`src/design/frt_pkg.sv`:
```
// frt_pkg: shared types, constants and helper functions of the fragment reassembly tracker
// no dependencies
package frt_pkg;

  localparam int FragmentSlots = 65536;
  localparam int MaxSubpackets = 32;

  localparam int SlotW     = $clog2(FragmentSlots);
  localparam int StotW     = $clog2(MaxSubpackets + 1);
  localparam int SidxW     = (MaxSubpackets > 1) ? $clog2(MaxSubpackets) : 1;
  localparam int PopChunks = (MaxSubpackets + 7) / 8;

  localparam logic [7:0] MsgBcast = 8'd5;
  localparam logic [7:0] MsgSem   = 8'd6;
  localparam logic [7:0] MsgUcast = 8'd7;

  localparam logic [15:0] SizeMin   = 16'd4;
  localparam logic [15:0] SizeBcast = 16'd5;
  localparam logic [15:0] SizeUcast = 16'd7;

  typedef enum logic [3:0] {
    STAT_SHORT      = 4'd0,
    STAT_OTHER_TYPE = 4'd1,
    STAT_HDR_SHORT  = 4'd2,
    STAT_NOT_ADDR   = 4'd3,
    STAT_SEMANTIC   = 4'd4,
    STAT_BAD_SUB    = 4'd5,
    STAT_ALREADY    = 4'd6,
    STAT_RECORDED   = 4'd7,
    STAT_COMPLETED  = 4'd8,
    STAT_MERGE      = 4'd9
  } status_e;

  typedef enum logic [1:0] {
    CMD_REPORT,
    CMD_DATA,
    CMD_MERGE
  } cmd_kind_e;

  typedef enum logic [1:0] {
    ST_CLEAR,
    ST_IDLE,
    ST_MODIFY
  } back_state_e;

  typedef struct packed {
    logic        operation;
    logic [15:0] packet_size;
    logic [7:0]  msg_type;
    logic [7:0]  hdr_byte1;
    logic [7:0]  hdr_byte2;
    logic [7:0]  hdr_byte3;
    logic [7:0]  hdr_byte4;
    logic [7:0]  hdr_byte5;
    logic [7:0]  hdr_byte6;
    logic [15:0] coop_fragment;
    logic        coop_last;
  } pkt_t;

  typedef struct packed {
    cmd_kind_e        kind;
    status_e          status;
    logic [15:0]      frag;
    logic [SidxW-1:0] sidx;
    logic [StotW-1:0] stot;
    logic             inc_acc;
    logic             inc_sem;
    logic             inc_sub;
    logic             last;
  } cmd_t;

  typedef struct packed {
    logic                     distinct;
    logic                     done;
    logic [MaxSubpackets-1:0] map;
  } entry_t;

  typedef struct packed {
    status_e     status;
    logic [15:0] frag;
    logic [16:0] gain;
    logic [31:0] rx_total;
    logic [31:0] semantic_count;
    logic [31:0] data_sub_count;
    logic [31:0] coop_gain_total;
    logic [31:0] coop_round_count;
  } res_t;

  function automatic logic [StotW-1:0] popcount(input logic [MaxSubpackets-1:0] v);
    logic [PopChunks*8-1:0] padded;
    logic [StotW-1:0]       total;
    logic [3:0]             part;
    padded = '0;
    padded[MaxSubpackets-1:0] = v;
    total = '0;
    for (int c = 0; c < PopChunks; c++) begin
      part = '0;
      for (int b = 0; b < 8; b++) begin
        part = part + 4'(padded[c*8+b]);
      end
      total = total + StotW'(part);
    end
    return total;
  endfunction

endpackage

```
`src/design/frt_front.sv`:
```
// frt_front: classifies packet headers and merge items into commands
// holds a two-entry command queue toward the back end; uses frt_pkg
module frt_front
  import frt_pkg::*;
(
  input  logic        clk_i,
  input  logic        rst_ni,
  input  logic        push_i,
  input  pkt_t        pkt_i,
  input  logic [15:0] node_address_i,
  output logic        queue_full_o,
  output logic        cmd_valid_o,
  output cmd_t        cmd_o,
  input  logic        cmd_pop_i
);

  cmd_t       cmd_new;
  logic [7:0] sidx8;
  logic [7:0] stot8;
  logic       is_ucast;

  cmd_t       slot_q [2];
  logic       wptr_q, wptr_d;
  logic       rptr_q, rptr_d;
  logic [1:0] count_q, count_d;

  assign is_ucast = (pkt_i.msg_type == MsgUcast);

  always_comb begin
    cmd_new.kind    = CMD_REPORT;
    cmd_new.status  = STAT_SHORT;
    cmd_new.frag    = '0;
    cmd_new.sidx    = '0;
    cmd_new.stot    = '0;
    cmd_new.inc_acc = 1'b0;
    cmd_new.inc_sem = 1'b0;
    cmd_new.inc_sub = 1'b0;
    cmd_new.last    = 1'b0;
    sidx8 = pkt_i.hdr_byte3;
    stot8 = pkt_i.hdr_byte4;
    priority if (pkt_i.operation) begin
      cmd_new.kind = CMD_MERGE;
      cmd_new.frag = pkt_i.coop_fragment;
      cmd_new.last = pkt_i.coop_last;
    end else if (pkt_i.packet_size < SizeMin) begin
      cmd_new.status = STAT_SHORT;
    end else if (pkt_i.msg_type != MsgBcast && pkt_i.msg_type != MsgSem && !is_ucast) begin
      cmd_new.status = STAT_OTHER_TYPE;
    end else if (is_ucast && pkt_i.packet_size < SizeUcast) begin
      cmd_new.status = STAT_HDR_SHORT;
    end else if (is_ucast && {pkt_i.hdr_byte2, pkt_i.hdr_byte1} != node_address_i) begin
      cmd_new.status = STAT_NOT_ADDR;
    end else begin
      cmd_new.inc_acc = 1'b1;
      if (is_ucast) begin
        cmd_new.frag = {pkt_i.hdr_byte4, pkt_i.hdr_byte3};
        sidx8 = pkt_i.hdr_byte5;
        stot8 = pkt_i.hdr_byte6;
      end else begin
        cmd_new.frag = {pkt_i.hdr_byte2, pkt_i.hdr_byte1};
      end
      priority if (pkt_i.msg_type == MsgSem) begin
        cmd_new.inc_sem = 1'b1;
        cmd_new.status  = STAT_SEMANTIC;
      end else if (!is_ucast && pkt_i.packet_size < SizeBcast) begin
        cmd_new.status = STAT_HDR_SHORT;
      end else if (stot8 == 8'd0 || stot8 > 8'(MaxSubpackets) || sidx8 >= stot8) begin
        cmd_new.status = STAT_BAD_SUB;
      end else begin
        cmd_new.inc_sub = 1'b1;
        cmd_new.kind    = CMD_DATA;
        cmd_new.sidx    = sidx8[SidxW-1:0];
        cmd_new.stot    = stot8[StotW-1:0];
      end
    end
  end

  assign queue_full_o = (count_q == 2'd2);
  assign cmd_valid_o  = (count_q != 2'd0);
  assign cmd_o        = slot_q[rptr_q];

  always_comb begin
    wptr_d  = wptr_q;
    rptr_d  = rptr_q;
    count_d = count_q;
    if (push_i) begin
      wptr_d = ~wptr_q;
    end
    if (cmd_pop_i) begin
      rptr_d = ~rptr_q;
    end
    unique case ({push_i, cmd_pop_i})
      2'b10:   count_d = count_q + 2'd1;
      2'b01:   count_d = count_q - 2'd1;
      default: count_d = count_q;
    endcase
  end

  always_ff @(posedge clk_i) begin
    if (push_i) begin
      slot_q[wptr_q] <= cmd_new;
    end
  end

  always_ff @(posedge clk_i or negedge rst_ni) begin
    if (!rst_ni) begin
      wptr_q  <= 1'b0;
      rptr_q  <= 1'b0;
      count_q <= 2'd0;
    end else begin
      wptr_q  <= wptr_d;
      rptr_q  <= rptr_d;
      count_q <= count_d;
    end
  end

endmodule

```
`config.mk`:
```
export PLATFORM = sky130hd
export DESIGN_NAME = frt_front
export DESIGN_NICKNAME = d
export VERILOG_FILES = /design/src/design/frt_pkg.sv /design/src/design/frt_front.sv
export SDC_FILE = /design/constraint.sdc
export NUM_CORES = 1
export LEC_CHECK = 0
export ABC_AREA = 1
export ABC_CLOCK_PERIOD_IN_PS = 2700
export BUFFER_PORTS_ARGS = -buffer_cell sky130_fd_sc_hd__buf_2
export CORE_MARGIN = 1
export CORE_UTILIZATION = 50
export CTS_CLUSTER_SIZE = 28
export DETAILED_ROUTE_END_ITERATION = 10
export PLACE_DENSITY = 0.82
export SKIP_CTS_REPAIR_TIMING = 1
export SYNTH_ARGS = -nofsm -noshare
export SYNTH_HDL_FRONTEND = slang
export SYNTH_SLANG_ARGS = --single-unit
```
`constraint.sdc`:
```
create_clock -name clk_i -period 2.7 [get_ports clk_i]
set_input_delay 0.135 -clock clk_i [delete_from_list [all_inputs] [get_ports clk_i]]
set_output_delay 0.135 -clock clk_i [all_outputs]
set_load 0.01 [all_outputs]
```
## After elaboration in Yosys (flattened, before gate mapping)

Memory sizes are Yosys's and may differ from the RTL's.
Cells that the tools add are included.
Widths: inputs -> output; s select.

| cells by class | value |
|---|---|
| $add $sub $neg | 2 |
| reductions and logical operators | 11 |
| bitwise logic cells | 2 |
| order comparisons | 5 |
| eq/ne operators | 8 |
| multiplexer cells | 46 |

Operators with widths:

| operator | number |
|---|---|
| $mux 30 | 4 |
| $mux 8 | 12 |
| $lt 16x3->1 const B | 3 |
| $mux 11 | 3 |
| $mux 16 | 2 |
| $mux 3 | 8 |
| $eq 8x3->1 const B | 2 |
| $ne 16x16->1 | 1 |
| $ne 8x3->1 const B | 2 |
| $mux 1 | 14 |
| $mux 14 | 1 |
| $ge 8x8->1 | 1 |
| $gt 8x6->1 const B | 1 |
| $logic_not 8->1 | 1 |
| $logic_and 1x1->1 | 5 |
| $eq 2x2->1 const B | 2 |
| $pmux 2 s2 | 1 |
| $reduce_bool 2->1 | 2 |
| $add 2x1->2 const B | 1 |
| $eq 2x1->1 const B | 1 |
| $logic_or 1x1->1 | 2 |
| $mux 2 | 1 |
| $not 1->1 | 2 |
| $sub 2x1->2 const B | 1 |
| $logic_not 1->1 | 1 |

| storage, ports and cells | value |
|---|---|
| input port bits | 110 |
| bits in writable memories | 72 |
| logic and storage cells | 78 |
| memories | 1 |
| output and inout bits | 39 |
| flip-flop bits (word level) | 4 |

Memories:

| name | depth | bits a word | read ports | clocked after Yosys merged registers in | wr ports | RTL line | text |
|---|---|---|---|---|---|---|---|
| slot_q | 2 | 36 | 1 | 0 | 1 | frt_front.sv:22 | `cmd_t slot_q [2];` |

## Depth between registers and ports, before layout

| depth | value |
|---|---|
| depth in word-level cells | 18 |
| depth in mapped cells | 20 |
| mapped depth without buffers | 19 |

## Least setup slack after synthesis

No wires, ideal clock.

| path | value |
|---|---|
| kind | input -> register |
| start | in pkt_i[68] (netlist bit) |
| end | mem slot_q[0][31] (netlist bit), data pin |
| buffers on the path | 2 |
| library setup time | 257 ps |
| path slack | 324 ps |
| cell stages on the path | 20 |
| arrival | 2119 ps |
| data required time | 2443 ps |
| cells stage by stage | inv_1 > nand2_1 > nor2_4 > nand2_2 > buf_2 > buf_1 > mux2i_1 > ha_1 > inv_1 > nand2_1 > a21oi_1 > nand2_1 > nand2_1 > nand2_1 > nand2_1 > nand2_1 > nand3_1 > nand2_1 > nand2_1 > a21oi_2 |

RTL lines:

| item | RTL line | text |
|---|---|---|
| from (decl) | frt_front.sv:9 | `input pkt_t pkt_i,` |
| to (decl) | frt_front.sv:22 |  |

==> results.md <==
* Worst hold path depth at 2
* CTS tree: built
* WP data arrival at 2.55 ns
* Int Pwr at about 2700 µW
* Compound-Gate Fraction of Synth Area at 6.56%
* Startpoint Class: input port
* Clk buf depth at 2
* Distinct cell type count after synthesis at 39
* Initial antenna violation count at 0
* Num rows at 32
* EDFF count, synth at 70
* Sw frac at between 30 and 40%
* Final GP Congestion at approximately 0.88
* Met2 Wirelength at 5.08 mm
* Fraction of synthesized area in multiplexers at between 10% and 20%
* Mapped Cells at 394
* Placed Cells incl. Taps at 633
* Met3 WL post-DR at 594 µm
* Layout Utilization at 66.1%
* CTS sink cnt at 74
* Mapped Nets at 512
* Flop pwr share at 43.4%
* Hold Crit Class: input port to register
* Mapped Area at 4100 µm²
* Worst EP required at 2.88 ns
* Port buffer count at between 100 and 150
* Drt first pass iters at 4
* Area of the multi-input gates at 1650 µm²
* Yosys reg bits at 74
* Htree depth at 3
* Initial DRC Count at 148
* Post-synth top flop: edfxtp_1
* Register area at 2200 µm²
* Met1 wire length at roughly 4.1 mm
* Post-synthesis sequential area ratio at 53.7%
* Global-route total usage across every layer at 24.5%
* Core footprint at 7850 µm²
* Xor/xnor share of the synthesized area at approximately 3%
* Total gr overflow at 0
* Layout cells sized above 1 at 42.4%
* Slew HR at between 40% and 50%
* Simple-gate area share of the yosys netlist at 15.7%
* Fill cells at 630
* Max Cap Viol at 0
* Vias at 3340
* Pwr dens at about 730 nW/µm²
* Fmax at 423 MHz
* First-pass GRT wire length at 15.8 mm
* Routed wire length at a little under 10 mm
* Area Growth Syn to Fin at 26.6%
* Wire length per cell at 15.2 µm
* Total CTS buffers at 9
* Combinational share of power at 31.4%
* Clock slew at reported path FFs at ~0.080 ns
* Crit path capture type: register
* Tightest Pin Transition at 0.759 ns
* CP Class: input port to register
* Post-route ant nets at 0
* Die width at 92.5 µm
* Die ar. at ~8600 µm²
* IO Count at 149
* Share of Yosys cell area claimed by the top area cell type at 51.3%
* DRC violations left at 0
* Worst reg-to-reg path cell count at 3
* Power share of the clock group at 25.2%
* Initial core utilization at between 50% and 60%
* Status: finished, final reports clean
* Syn_area_per_cell at roughly 10 µm²
* Top Layer Used: met4
* Largest family of logic cells by synthesized area: simple AND/OR/NAND/NOR gates
* Final worst path period need at 2.37 ns
* Leakage at 0.00246 µW
* Vias in the first global route at ~3300
* RSZ-0062 raised after global routing: no
* Worst vdd ir at 351 µV
* HPWL Detailed at 7.48 mm
* Worst clock skew at 0.00877 ns
* N_diodes at 0
* Worst-path maximum fanout at 25
* Final Hold Fails at 0
* Largest area contributor in the netlist: edfxtp_1
* Die extent in y at 92.5 µm
* Largest net degree at the start of global routing at 36
* Fin cells at between 600 and 700
* Worst skew pair latency at 0.34 ns
* Period utilisation layout at between 80% and 90%
* Final Max Tran Viols at 0
* Commonest cells in the netlist: 80 x nand2_1, 70 x edfxtp_1, 42 x inv_1
* Final nets at 662
* Largest cells by area after synthesis: edfxtp_1 51%, mux2_2 9.6%, nand2_1 7.3%, inv_1 3.8%, mux2i_1 2.7%
* Async set or reset register ratio after synthesis at 5.41%
* # setup viols final at 0
* Post-Synth Adder-Cell Area at 2.44%
* Count leader, synth: nand2_1
* Fin Setup TNS at 0 ns
* Synth Warn # at 0
* Clk root buf: clkbuf_8
* Switching power at 1150 µW
* Via/cell ratio at 5.13
power by group through the flow:
| stage | clock (µW) | combinational (µW) | sequential [µW] |
|---|---|---|---|
| floorplan | 0 | 762 | 1610 |
| global placement | 0 | 1180 | 1660 |
| detailed placement | 0 | 1200 | 1680 |
| CTS | 967 | 1210 | 1660 |
| global route | 1020 | 1300 | 1680 |
| finish | 960 | 1200 | 1650 |
flip-flops by register name, indices dropped and copies added, names as in the netlist:
name / count
slot_q: 70
rptr_q: 1
wptr_q: 1
count_q: 2
cell families after synthesis:
logic type	count (synthesis)
AND/OR/NAND/NOR	145
XOR/XNOR	14
other	1
adder cells (fa/ha/maj)	8
AO/OA/AOI/OAI	45
flip-flops	74
buffers and inverters	61
multiplexers	46
metal layers:
layer,track usage [%],vias to the layer above
li1,-,1639
met1,29.5,1549
met2,43.9,137
met3,4.60,15
met4,8.46,0
met5,0,-
cells in the final DEF, fill, tap and decap left out, drive strengths merged, types with 2 or more instances in the layout:
master,netlist,final
buf,9,153
nand2,81,81
edfxtp,70,70
inv,45,46
nor2,38,38
mux2,35,35
o21ai,34,34
mux2i,11,11
clkbuf,7,10
xnor2,9,9
nand3,9,9
ha,8,8
a21oi,7,7
nor3,5,5
xor2,5,5
dfrtp,4,4
or2,4,4
nand4,2,2
nor3b,2,2
nor4,2,2
nand3b,2,2
clkinvlp,0,2
bufinv,0,2
dlygate4sd3,0,2
final timing paths:
check | startpoint | end | slack [ns]
worst min register to register | wptr_q | wptr_q | 0.58
min in group asynchronous | rst_ni | wptr_q | 0.13
worst max-delay path | pkt_i[69] | slot_q[0][14] | 0.33
worst min-delay path | push_i | wptr_q | 0.01
worst max register to register | wptr_q | slot_q[1][33] | 1.32
max in group asynchronous | rst_ni | count_q[0] | 2.45
layout make-up:
type	instances	area share (%)
clock buffers	10	2.65
repair buffers	155	15.7
clock inverters	6	1.71
well taps	102	2.46
flip-flops and latches	74	42.5
inverters	45	3.26
multi-input cells	259	31.8
critical path, cell delays in order:
cell and delay, ns:
buf_2 0.10, inv_1 0.04, nand2_1 0.05, nor2_2 0.20, nand2_2 0.15, buf_4 0.27
o21ai_0 0.42, ha_1 0.32, inv_1 0.06, nor2_1 0.04, nand2_1 0.04, nand2_1 0.04
nand2_1 0.08, nand3_2 0.33, nor2_1 0.25
through the flow:
stage	hold slack (ns)	cell area (µm²)	power (µW)	setup slack, ns
final	0.0111	5190	3810	0.333
after global placement	-0.0583	4940	2850	0.134
after CTS	-0.432	5170	3840	0.347
after detailed placement	-0.0536	4940	2880	-0.0137
after global routing	0.00290	5190	4000	0.0947
after floorplan	-0.161	4100	2370	0.324
Note: power is estimated with default switching activity, not from simulation.
