===== src/design/frt_pkg.sv =====
// frt_pkg: shared types, constants and helper functions of the fragment reassembly tracker
// no dependencies
package frt_pkg;

  localparam int FragmentSlots = 65536;
  localparam int MaxSubpackets = 32;

  localparam int SlotW     = $clog2(FragmentSlots);
  localparam int StotW     = $clog2(MaxSubpackets + 1);
  localparam int SidxW     = (MaxSubpackets > 1) ? $clog2(MaxSubpackets) : 1;
  localparam int PopChunks = (MaxSubpackets + 7) / 8;

  localparam logic [7:0] MsgBcast = 8'd5;
  localparam logic [7:0] MsgSem   = 8'd6;
  localparam logic [7:0] MsgUcast = 8'd7;

  localparam logic [15:0] SizeMin   = 16'd4;
  localparam logic [15:0] SizeBcast = 16'd5;
  localparam logic [15:0] SizeUcast = 16'd7;

  typedef enum logic [3:0] {
    STAT_SHORT      = 4'd0,
    STAT_OTHER_TYPE = 4'd1,
    STAT_HDR_SHORT  = 4'd2,
    STAT_NOT_ADDR   = 4'd3,
    STAT_SEMANTIC   = 4'd4,
    STAT_BAD_SUB    = 4'd5,
    STAT_ALREADY    = 4'd6,
    STAT_RECORDED   = 4'd7,
    STAT_COMPLETED  = 4'd8,
    STAT_MERGE      = 4'd9
  } status_e;

  typedef enum logic [1:0] {
    CMD_REPORT,
    CMD_DATA,
    CMD_MERGE
  } cmd_kind_e;

  typedef enum logic [1:0] {
    ST_CLEAR,
    ST_IDLE,
    ST_MODIFY
  } back_state_e;

  typedef struct packed {
    logic        operation;
    logic [15:0] packet_size;
    logic [7:0]  msg_type;
    logic [7:0]  hdr_byte1;
    logic [7:0]  hdr_byte2;
    logic [7:0]  hdr_byte3;
    logic [7:0]  hdr_byte4;
    logic [7:0]  hdr_byte5;
    logic [7:0]  hdr_byte6;
    logic [15:0] coop_fragment;
    logic        coop_last;
  } pkt_t;

  typedef struct packed {
    cmd_kind_e        kind;
    status_e          status;
    logic [15:0]      frag;
    logic [SidxW-1:0] sidx;
    logic [StotW-1:0] stot;
    logic             inc_acc;
    logic             inc_sem;
    logic             inc_sub;
    logic             last;
  } cmd_t;

  typedef struct packed {
    logic                     distinct;
    logic                     done;
    logic [MaxSubpackets-1:0] map;
  } entry_t;

  typedef struct packed {
    status_e     status;
    logic [15:0] frag;
    logic [16:0] gain;
    logic [31:0] rx_total;
    logic [31:0] semantic_count;
    logic [31:0] data_sub_count;
    logic [31:0] coop_gain_total;
    logic [31:0] coop_round_count;
  } res_t;

  function automatic logic [StotW-1:0] popcount(input logic [MaxSubpackets-1:0] v);
    logic [PopChunks*8-1:0] padded;
    logic [StotW-1:0]       total;
    logic [3:0]             part;
    padded = '0;
    padded[MaxSubpackets-1:0] = v;
    total = '0;
    for (int c = 0; c < PopChunks; c++) begin
      part = '0;
      for (int b = 0; b < 8; b++) begin
        part = part + 4'(padded[c*8+b]);
      end
      total = total + StotW'(part);
    end
    return total;
  endfunction

endpackage


===== src/design/frt_result_fifo.sv =====
// frt_result_fifo: two-entry queue of finished results toward the output side
// uses frt_pkg
module frt_result_fifo
  import frt_pkg::*;
(
  input  logic clk_i,
  input  logic rst_ni,
  input  logic push_i,
  input  res_t data_i,
  output logic full_o,
  input  logic pop_i,
  output logic empty_o,
  output res_t data_o
);

  res_t       slot_q [2];
  logic       wptr_q, wptr_d;
  logic       rptr_q, rptr_d;
  logic [1:0] count_q, count_d;

  assign full_o  = (count_q == 2'd2);
  assign empty_o = (count_q == 2'd0);
  assign data_o  = slot_q[rptr_q];

  always_comb begin
    wptr_d  = wptr_q;
    rptr_d  = rptr_q;
    if (push_i) begin
      wptr_d = ~wptr_q;
    end
    if (pop_i) begin
      rptr_d = ~rptr_q;
    end
    unique case ({push_i, pop_i})
      2'b10:   count_d = count_q + 2'd1;
      2'b01:   count_d = count_q - 2'd1;
      default: count_d = count_q;
    endcase
  end

  always_ff @(posedge clk_i) begin
    if (push_i) begin
      slot_q[wptr_q] <= data_i;
    end
  end

  always_ff @(posedge clk_i or negedge rst_ni) begin
    if (!rst_ni) begin
      wptr_q  <= 1'b0;
      rptr_q  <= 1'b0;
      count_q <= 2'd0;
    end else begin
      wptr_q  <= wptr_d;
      rptr_q  <= rptr_d;
      count_q <= count_d;
    end
  end

endmodule


===== config.mk =====
export PLATFORM = sky130hd
export DESIGN_NAME = frt_result_fifo
export DESIGN_NICKNAME = d
export VERILOG_FILES = /design/src/design/frt_pkg.sv /design/src/design/frt_result_fifo.sv
export SDC_FILE = /design/constraint.sdc
export NUM_CORES = 1
export LEC_CHECK = 0
export ABC_AREA = 1
export BUFFER_PORTS_ARGS = -buffer_cell sky130_fd_sc_hd__buf_2
export CORE_ASPECT_RATIO = 0.75
export CORE_UTILIZATION = 38
export CTS_BUF_LIST = sky130_fd_sc_hd__clkbuf_4
export CTS_CLUSTER_SIZE = 40
export DETAILED_ROUTE_END_ITERATION = 10
export PLACE_DENSITY = 0.62
export SLEW_MARGIN = 20
export SYNTH_ARGS = -nofsm -noshare
export SYNTH_HDL_FRONTEND = slang
export SYNTH_SLANG_ARGS = --single-unit

===== constraint.sdc =====
create_clock -name clk_i -period 17 [get_ports clk_i]
set_input_delay 4.25 -clock clk_i [delete_from_list [all_inputs] [get_ports clk_i]]
set_output_delay 4.25 -clock clk_i [all_outputs]
set_load 0.01 [all_outputs]

* Word-level counts from Yosys, hierarchy flattened
Memories as Yosys holds them, arrays and structs flattened. Cells that the tools add are included.
Word-level totals: input bits 201, latch bits 0, memory bits (writable) 394, memories kept 1, output and inout port bits 199, register bits 4, bits in read-only memories 0
Memories:
- slot_q | words 2, width 197, read ports 1, clocked after Yosys merged registers in 0, write ports 1, RTL line frt_result_fifo.sv:16 | res_t slot_q [2];
Cells by class: divide/modulo/power cells 0, magnitude comparators 0, eq/ne operators 3, $mul 0, shifts and indexed selects 0, reduce and logical (&&, ||, !) cells 2, add/sub/neg operators 2, bitwise gates (word level) 2, multiplexer cells 3
Operators with widths (number):
- $eq A2 B2 Y1 const B | 2
- $pmux W2 S2 | 1
- $add A2 B1 Y2 const B | 1
- $eq A2 B1 Y1 const B | 1
- $logic_not A2 Y1 | 1
- $mux W1 | 2
- $not A1 Y1 | 2
- $reduce_bool A2 Y1 | 1
- $sub A2 B1 Y2 const B | 1

* Logic depth before layout (Yosys ltp)
Gate-level depths: netlist of the first run.
depth after elaboration 2, mapped depth 7

* Least setup slack after synthesis of the first run
No wires, ideal clock.
kind input port to flip-flop, start point input push_i, end point memory slot_q[0][0] in the netlist's numbering (enable), cell stages on the path 2, data arrival time 12.555 ns, setup slack 3.682 ns, path through inv_1 -> nor2_1
Between the ends: longest elaborated chain between the ends 2
Ends and longest elaborated chain:
- from (decl) | RTL line frt_result_fifo.sv:8 | input logic push_i,
- $mux W1 | RTL line frt_result_fifo.sv:42 | if (push_i) begin
- $mux W1 (not written as such) | RTL line frt_result_fifo.sv:43 | slot_q[wptr_q] <= data_i;
- to (decl) | RTL line frt_result_fifo.sv:16
No other way between the ends.

==> metrics.txt, run 1 <==
status finished clean; number of top-level pins 400; post-route met1 wirelength between 10 and 15 mm; overall die area around 40000 um^2; Initial Util 0.388; cell family with the largest share of critical-path delay buffers and inverters; worst voltage drop across the vdd grid 0.000116 V; growth of design area from synthesis to finish 23.4%; Slew @ Worst Pin 1.04 ns; Rows 62; post-CTS setup buffer count 0; die extent in x 231 um; Critical Path RT 12.75 ns; top layer in use met5; part of the power in registers 0.451; reg-to-reg critical path startpoint wptr_q$_DFFE_PN0P_; CTS tree yes; mean instance size in the synthesized netlist about 14 um^2; number of clock sinks a little under 400; area of the core between 30000 and 40000 um^2; unrepaired setup endpoints after global routing false; highest clock rate ~140 MHz; routed wirelength normalized by instance count approximately 15 um; count of buffers inserted at the top-level ports roughly 400; pin count of the biggest net entering global routing about 130; startpoint types register; Skew-Pair Late Insertion Delay between 0.7 and 0.8 ns; GR Overflow Total 0; GP Congestion 0.836; TritonCTS Buffers 98; largest stage delay on the critical path 0.78 ns; slowest library cell on the worst path buf_4; antenna violations before repair 10; hold buffers post-CTS 0; combined flip-flop and latch cell area 11900 um^2; cell area power density ~160 nW/um^2; final setup violation count 0; GR Util All Layers 0.154; ranking of synthesized cells by area edfxtp_1 (79%), o21ai_1 (5.1%), inv_1 (5.1%); Cell Int Power roughly 2 mW; Tmin final between 7 and 8 ns; area share of the leading cell type in the synthesized netlist 0.792; CP max FO approximately 110; worst clock skew between 0.05 and 0.06 ns; net switching power slightly above 1 mW; number of max-capacitance violations reported 0; synthesis-stage register bit count a little under 400; sum of buffers and inverters on the critical path 3; area of the multi-input gates about 1800 um^2; clock edge transition at the registers on the reported setup and hold paths 0.06 ns; vias per inst around 4.4; Final Hold Violating Endpoints 0; Post-CTS Resized 0; Register-to-Register Setup Slack around 14 ns; Net Count, Synth approximately 1300; Total Wirelength between 30 and 40 mm; final standard cell utilization of the core 0.479; critical path class reg2out; start point of the critical path rptr_q$_DFFE_PN0P_; data arrival time of the critical path 3.09 ns; hold_sp count_q[1]$_DFFE_PN0P_; vias between 9000 and 10000; router iterations before antenna repair 4; final net count between 1500 and 2000; power share of the clock group 0.252; number of global-route vias before repair 8843; Crit. End Element primary output; cell breakdown of the critical path buf_16, buf_4, nand2_1, o21ai_1, buf_2; combinational power share 0.297; share of post-route cells with drive strength above 1 0.355; Routed met3 length between 3 and 4 mm; share of the cycle needed by the critical path after routing 0.432; die height 174 um; root buffer cell clkbuf_4; sum of negative setup slack 0 ns; max-slew headroom at the worst pin 0.306; Synth warnings 0; number of H-tree levels 3; post-synthesis cell type with the largest combined area edfxtp_1; Hold Path Class reg2reg; global-route wire length before repair roughly 47 mm; portion of the post-synthesis area used by sequential elements 0.798; number of buffers on the longest clock path 3; detailed placer's ending HPWL 20.6 mm; final count of pins violating max slew 0; count of filler cells inserted in the layout 3448; P_leak ~8 nW; synthesized area between 10000 and 15000 um^2; library cells used by synthesis 15; DRC violation count after routing 0; Detailed Route Iter0 Violations ~440; wire length on met2 roughly 15 mm; antenna violation net count after detailed routing 0; synthesized instance count around 1100; Switching Share 0.335
## metal layers
metal	vias to the layer above	GRT usage
met5	-	0
met4	8	0.0698
met3	86	0.0664
met2	342	0.248
met1	4166	0.178
li1	4554	-
## power by group through the flow
stage	sequential [mW]	clock [mW]	combinational [mW]
after global routing	1.37	0.833	0.997
after CTS	1.38	0.790	0.882
after global placement	1.40	0	0.873
after detailed placement	1.40	0	0.879
after floorplan	1.41	0	0.599
final	1.36	0.759	0.894
## state kept, by name (all words and copies together), names as in the netlist
name / flops
slot_q: 394
wptr_q: 1
count_q: 2
rptr_q: 1
## cells in the final DEF, fill, tap and decap left out, types with 2 or more instances in the layout
master    count
dfrtp_1       3
nand2_1     202
buf_2       399
nor2_1        2
xor2_1        2
o21ai_0      44
clkinv_4      3
edfxtp_1    394
buf_4         7
clkbuf_4    144
o21ai_1     153
diode_2       2
clkinv_1     15
inv_1       202
## per-stage QoR
step / hold WS (ns) / std cells / cell area (um^2) / power (mW) / setup WS [ns]
after CTS: 0.509 / 2093 / 18400 / 3.06 / 9.27
after global placement: 0.480 / 1927 / 17200 / 2.27 / 10.03
after floorplan: 0.463 / 1053 / 14900 / 2.01 / 3.68
after detailed placement: 0.494 / 1927 / 17200 / 2.28 / 10.03
after global routing: 0.556 / 2096 / 18500 / 3.20 / 9.32
final: 0.505 / 2096 / 18500 / 3.01 / 9.66
## layout make-up
cell class / count / area share
Tap cell: 512 / 0.0347
Antenna cell: 2 / 0.000271
Multi-Input combinational cell: 408 / 0.0983
Sequential cell: 398 / 0.647
Clock buffer: 144 / 0.0586
Inverter: 203 / 0.0417
Clock inverter: 22 / 0.00698
Timing Repair Buffer: 407 / 0.113
## logic make-up after synthesis
group	count (synthesis)	synth area share
DFF	398	0.798
xor gates and xnor gates	3	0.00176
and+or+nand+nor	207	0.0522
adders and majority gates	1	0.000837
AOI/OAI and AO/OA	197	0.0660
buffers and inverters	247	0.0809
## cell usage after synthesis
cell / count
buf_4: 5
buf_6: 35
clkbuf_1: 4
dfrtp_1: 4
edfxtp_1: 394
ha_1: 1
inv_1: 203
nand2_1: 202
nand3_1: 1
nand4_1: 1
nor2_1: 3
o21ai_0: 44
o21ai_1: 153
xnor2_1: 1
xor2_1: 2
## worst paths after layout
| path | endpoint | cells after the start |
|---|---|---|
| max in group asynchronous | rptr_q$_DFFE_PN0P_ | 1 |
| min in group asynchronous | wptr_q$_DFFE_PN0P_ | 1 |
| max | data_o[47] | 5 |
| min | count_q[1]$_DFFE_PN0P_ | 2 |
| min reg2reg | count_q[1]$_DFFE_PN0P_ | 2 |
| max reg2reg | slot_q[0][124]$_DFFE_PP_ | 3 |
## worst reg2reg max path: cells and delay by family (launching register included)
family / cells / cell delay (ns)
flip-flops: 1 / 0.42
AND/OR/NAND/NOR: 1 / 0.56
buffers and inverters: 2 / 1.42
(Power assumes the default switching activity.)
==> run 2: changes to the inputs <==
Settings changed: PLACE_DENSITY 0.62 to 0.64.
Clock period 17 ns to 6.28 ns, I/O delays scaled along.
==> metrics.txt, run 2 (synthesized netlist as in run 1, its figures left out) <==
overall die area between 40000 and 50000 um^2; die height ~170 um; slowest library cell on the worst path dfrtp_4; Skew-Pair Late Insertion Delay 0.74 ns; non-filler cells in the finished layout approximately 2100; GR Overflow Total 0; GR Util All Layers 0.161; max FFs per register a little under 400; antenna violation net count after detailed routing 0; number of max-capacitance violations reported 0; DRC violation count after routing 0; unrepaired setup endpoints after global routing false; detailed placer's ending HPWL 21.0 mm; max-slew headroom at the worst pin 0.339; Crit. End Element primary output; Tmin final roughly 4.3 ns; highest clock rate between 200 and 250 MHz; startpoint types register; final net count about 1700; largest stage delay on the critical path approximately 0.93 ns; number of H-tree levels 3; Top reg by flops slot_q; number of global-route vias before repair between 9000 and 10000; Initial Util 0.388; data arrival time of the critical path between 2 and 3 ns; worst slack at placement ~2.6 ns; count of buffers inserted at the top-level ports 399; Detailed Route Iter0 Violations 448; cell breakdown of the critical path buf_12, nand2_1, o21ai_1, buf_2; growth of design area from synthesis to finish 23.5%; share of the cycle needed by the critical path after routing 0.682; CTS tree yes; post-CTS setup buffer count 0; vias per inst between 4 and 5; hold buffers post-CTS 0; final count of pins violating max slew 0; count of filler cells inserted in the layout roughly 3500; root buffer cell clkbuf_4; number of clock sinks 398; CP max FO roughly 150; router iterations before antenna repair 5; number of buffers on the longest clock path 3; TritonCTS Buffers 100; critical path class reg2out; sum of negative setup slack 0 ns; vias slightly above 9000; area of the core between 30000 and 40000 um^2; most common cell after layout, fill and taps aside buf_2; worst clock skew 0.0440 ns; Rows 62; cell area power density ~440 nW/um^2; Final Hold Violating Endpoints 0; die extent in x 231 um; final setup violation count 0; commonest non-fill, non-tap cells in the layout buf_2 (399), edfxtp_1 (394), inv_1 (202), nand2_1 (202), o21ai_1 (153); GP Congestion 0.795; Total Wirelength between 30 and 40 mm; antenna violations before repair 14; status finished clean; Critical Path RT 4.71 ns; largest registers slot_q (394), count_q (2); global-route wire length before repair about 50 mm; Slew @ Worst Pin ~0.99 ns; P_leak around 8 nW; Placed Cells incl. Taps 1927; number of top-level pins 400; Post-CTS Resized 0; share of post-route cells with drive strength above 1 0.358; clock edge transition at the registers on the reported setup and hold paths about 0.060 ns; worst voltage drop across the vdd grid 0.000551 V; Hold Path Class reg2reg; routed wirelength normalized by instance count between 15 and 20 um; pin count of the biggest net entering global routing between 100 and 150; setup slack of the critical path after layout 2.00 ns
[run 2: cell count changes in the layout (fill, tap and decap cells not counted)]
cell        previous run  this run
clkinv_1              15         7
clkinvlp_4             1         2
bufinv_16              1         0
buf_4                  7         3
diode_2                2         5
clkinv_2               1         4
clkinv_4               3         2
clkbuf_4             144       148
buf_16                 1         0
buf_12                 0         4
[run 2: power breakdown]
| part | leakage [nW] | internal (mW) | total [mW] | switching (mW) |
|---|---|---|---|---|
| clock | 0.720 | 1.07 | 2.04 | 0.977 |
| sequential | 3.74 | 3.53 | 3.72 | 0.188 |
| combinational | 3.49 | 0.804 | 2.40 | 1.59 |
[run 2: final timing paths]
path                                             start                      end  slack, ns  cells after the start
worst max-delay path                rptr_q$_DFFE_PN0P_              data_o[176]       2.00                      4
worst min-delay path            count_q[1]$_DFFE_PN0P_   count_q[1]$_DFFE_PN0P_       0.51                      2
worst max register to register      wptr_q$_DFFE_PN0P_  slot_q[1][57]$_DFFE_PP_       3.83                      3
worst min register to register  count_q[1]$_DFFE_PN0P_   count_q[1]$_DFFE_PN0P_       0.51                      2
max in group asynchronous                       rst_ni       rptr_q$_DFFE_PN0P_       5.48                      1
min in group asynchronous                       rst_ni       wptr_q$_DFFE_PN0P_       0.64                      1
[run 2: metal layers]
layer | wire length, um | vias up | part of all wire | track usage
li1 | - | 4548 | - | -
met1 | 12800 | 4193 | 0.40 | 0.188
met2 | 15300 | 343 | 0.47 | 0.254
met3 | 3300 | 75 | 0.10 | 0.0778
met4 | 753 | 16 | 0.023 | 0.0640
met5 | 92 | - | 0.0028 | 0
[run 2: cell type report]
| cell class | count | area (um^2) | share of cell area |
|---|---|---|---|
| clock inverter | 16 | 82.6 | 0.00447 |
| sequential | 398 | 11900 | 0.646 |
| multi-input combinational | 408 | 1810 | 0.0982 |
| clock buffer | 148 | 1110 | 0.0602 |
| antenna | 5 | 12.5 | 0.000678 |
| inverter | 203 | 769 | 0.0417 |
| timing repair buffer | 406 | 2100 | 0.114 |
| tap | 512 | 641 | 0.0347 |
[run 2: through the flow]
step	utilization	power (mW)	area, um^2	hold WS (ns)
floorplan	-	5.36	15000	0.463
global placement	0.448	6.18	17300	0.477
detailed placement	0.448	6.21	17300	0.496
CTS	0.479	8.30	18500	0.511
global route	0.479	8.70	18500	0.538
finish	0.479	8.16	18500	0.505
[run 2: worst max-delay path: cells and delay by family, from the launching register on]
family	cells	cell delay, ns
buffers and inverters	2	0.68
DFF	1	0.93
AOI/OAI and AO/OA	1	0.14
and+or+nand+nor	1	0.10
==> run 3: changes to the inputs <==
Settings changed: ABC_AREA 1 to 0, PLACE_DENSITY 0.64 to 0.62.
Clock period 6.28 ns to 4.41 ns, I/O delays scaled along.
==> metrics.txt, run 3 <==
complex-gate fraction of the synthesized area 0; multiplexer fraction of the synthesized cell area 0.175; synthesized instance count ~630; Net Count, Synth a little over 800; critical register-to-register path endpoint slot_q[1][98]$_DFFE_PP_; count leader, synth edfxtp_1; number of cell instances on the worst register-to-register path 2; Detailed Route Iter0 Violations around 370; worst clock skew about 0.055 ns; GR Overflow Total 0; GR Util All Layers 0.150; DRC violation count after routing 0; clock edge transition at the registers on the reported setup and hold paths approximately 0.07 ns; Crit. End Element primary output; XOR/XNOR Fraction of Synth Area 0.00296; number of clock sinks between 300 and 400; routed wirelength normalized by instance count 18.0 um; die height roughly 170 um; final count of pins violating max slew 0; antenna violations before repair 13; GP Congestion around 0.77; Synth warnings 0; global-route wire length before repair approximately 45 mm; count of filler cells inserted in the layout 3308; Placed Cells incl. Taps 1531; most common cell after layout, fill and taps aside buf_2; Rows 62; highest clock rate 276 MHz; root buffer cell clkbuf_4; Post-CTS Resized 0; number of max-capacitance violations reported 0; Power Total 11.7 mW; fraction of registers with async set or reset after synthesis 0.0101; number of enable-type register cells in the synthesized netlist 394; share of the cycle needed by the critical path after routing 0.822; detailed placer's ending HPWL around 21 mm; pin count of the biggest net entering global routing 91; Critical Path RT ~3.3 ns; status finished clean; data arrival time of the critical path approximately 2.5 ns; worst hold slack after final layout approximately 0.14 ns; TritonCTS Buffers 98; Synth Area in Simple Gates 0.00160; post-synthesis share of cell area spent on full adders, half adders and majority gates 0.000844; critical path class reg2out; largest family of logic cells by synthesized area multiplexers; Final Hold Violating Endpoints 0; post-synthesis cell type with the largest combined area edfxtp_1; CTS tree yes; final net count ~1300; worst voltage drop across the vdd grid 0.000299 V; Tmin final around 3.6 ns; Initial Util 0.387; number of buffers on the longest clock path 3; cell area power density 626 nW/um^2; P_leak ~7.4 nW; max FFs per register approximately 390; library cells used by synthesis 13; unrepaired setup endpoints after global routing false; portion of the post-synthesis area used by sequential elements 0.805; router iterations before antenna repair 4; synthesis-stage register bit count about 400; area of the core between 30000 and 40000 um^2; predominant post-synthesis flop cell edfxtp_1; count of buffers inserted at the top-level ports approximately 400; CP max FO 41; area share of the leading cell type in the synthesized netlist 0.799; vias per inst between 4 and 5; final standard cell utilization of the core 0.487; antenna violation net count after detailed routing 0; share of post-route cells with drive strength above 1 0.650; overall die area around 40000 um^2; non-filler cells in the finished layout 1695; Slew @ Worst Pin roughly 0.76 ns; final setup violation count 0; die extent in x around 230 um; most frequent cells after synthesis edfxtp_1 (394), mux2_4 (101), mux2_2 (96), buf_6 (15), buf_2 (7); Top reg by flops slot_q; max-slew headroom at the worst pin 0.495; Skew-Pair Late Insertion Delay approximately 0.75 ns; largest registers slot_q (394), count_q (2); number of global-route vias before repair around 8000; startpoint types register; hold buffers post-CTS 0; sum of negative setup slack 0 ns; number of top-level pins 400; ranking of synthesized cells by area edfxtp_1 (80%), mux2_4 (10%), mux2_2 (7.3%); mean instance size in the synthesized netlist 23.6 um^2; Total Wirelength 30.5 mm; post-CTS setup buffer count 0; commonest non-fill, non-tap cells in the layout buf_2 (399), edfxtp_1 (394), clkbuf_4 (144), mux2_4 (101), mux2_2 (96); reg-to-reg critical path startpoint wptr_q$_DFFE_PN0P_; synthesized area 14800 um^2; Register-to-Register Setup Slack about 2.4 ns; number of H-tree levels 3; growth of design area from synthesis to finish 25.9%; vias approximately 7600; Hold Path Class in2async
==> run 3: cell types whose count changed in the layout (fill, tap and decap cells not counted), moves of 4 or more <==
cell / delta
o21ai_1: -153
buf_12: +5
clkbuf_4: -4
inv_1: -202
nand2_1: -202
mux2_4: +101
o21ai_0: -44
mux2_2: +96
==> run 3: cell type report <==
type | count | area, um^2 | share of cell area
sequential | 398 | 11900 | 0.640
clock inverter | 13 | 70.1 | 0.00376
antenna | 7 | 17.5 | 0.000939
inverter | 1 | 16.3 | 0.000872
clock buffer | 144 | 1080 | 0.0579
tap | 512 | 641 | 0.0343
multi-input combinational | 208 | 2690 | 0.144
timing repair buffer | 412 | 2210 | 0.118
==> run 3: layer usage <==
layer	part of all wire	routed length (um)	GRT usage	up-vias
met5	0.0023	69	0	-
met4	0.022	660	0.0637	10
met3	0.099	3030	0.0745	68
met2	0.49	14900	0.240	311
met1	0.39	11800	0.171	3685
li1	-	-	-	3555
==> run 3: worst max-delay path by stage <==
stage / startpoint / endpoint / slack [ns] / cells past startpoint
finish: rptr_q$_DFFE_PN0P_ / data_o[66] / 0.79 / 3
global route: rptr_q$_DFFE_PN0P_ / data_o[191] / 0.57 / 3
CTS: rptr_q$_DFFE_PN0P_ / data_o[66] / 0.63 / 3
detailed placement: rptr_q$_DFFE_PN0P_ / data_o[66] / 1.47 / 3
global placement: rptr_q$_DFFE_PN0P_ / data_o[44] / 1.49 / 3
floorplan: push_i / slot_q[0][0]$_DFFE_PP_ / -0.04 / 2
==> run 3: worst max-delay path, cell delays in order (launching register included) <==
cell and delay [ns]:
dfrtp_4 0.92, buf_12 0.36, mux2_4 0.33, buf_2 0.14
==> run 3: cell families after synthesis <==
| family | count (synthesis) |
|---|---|
| fa+ha+maj | 1 |
| xor+xnor | 5 |
| flops | 398 |
| buf+inv | 23 |
| mux | 197 |
| simple gates | 5 |
==> run 3: power by group <==
part,internal [mW],leakage [nW],switching (mW)
sequential,5.01,3.74,0.263
combinational,1.78,2.92,1.80
clock,1.48,0.697,1.35
==> run 3: per-stage QoR <==
stage,setup slack (ns),instance area [um^2]
4_1_cts,0.635,18600
3_5_place_dp,1.47,17500
5_1_grt,0.572,18700
6_report,0.785,18700
2_1_floorplan,-0.0354,14800
3_3_place_gp,1.49,17500
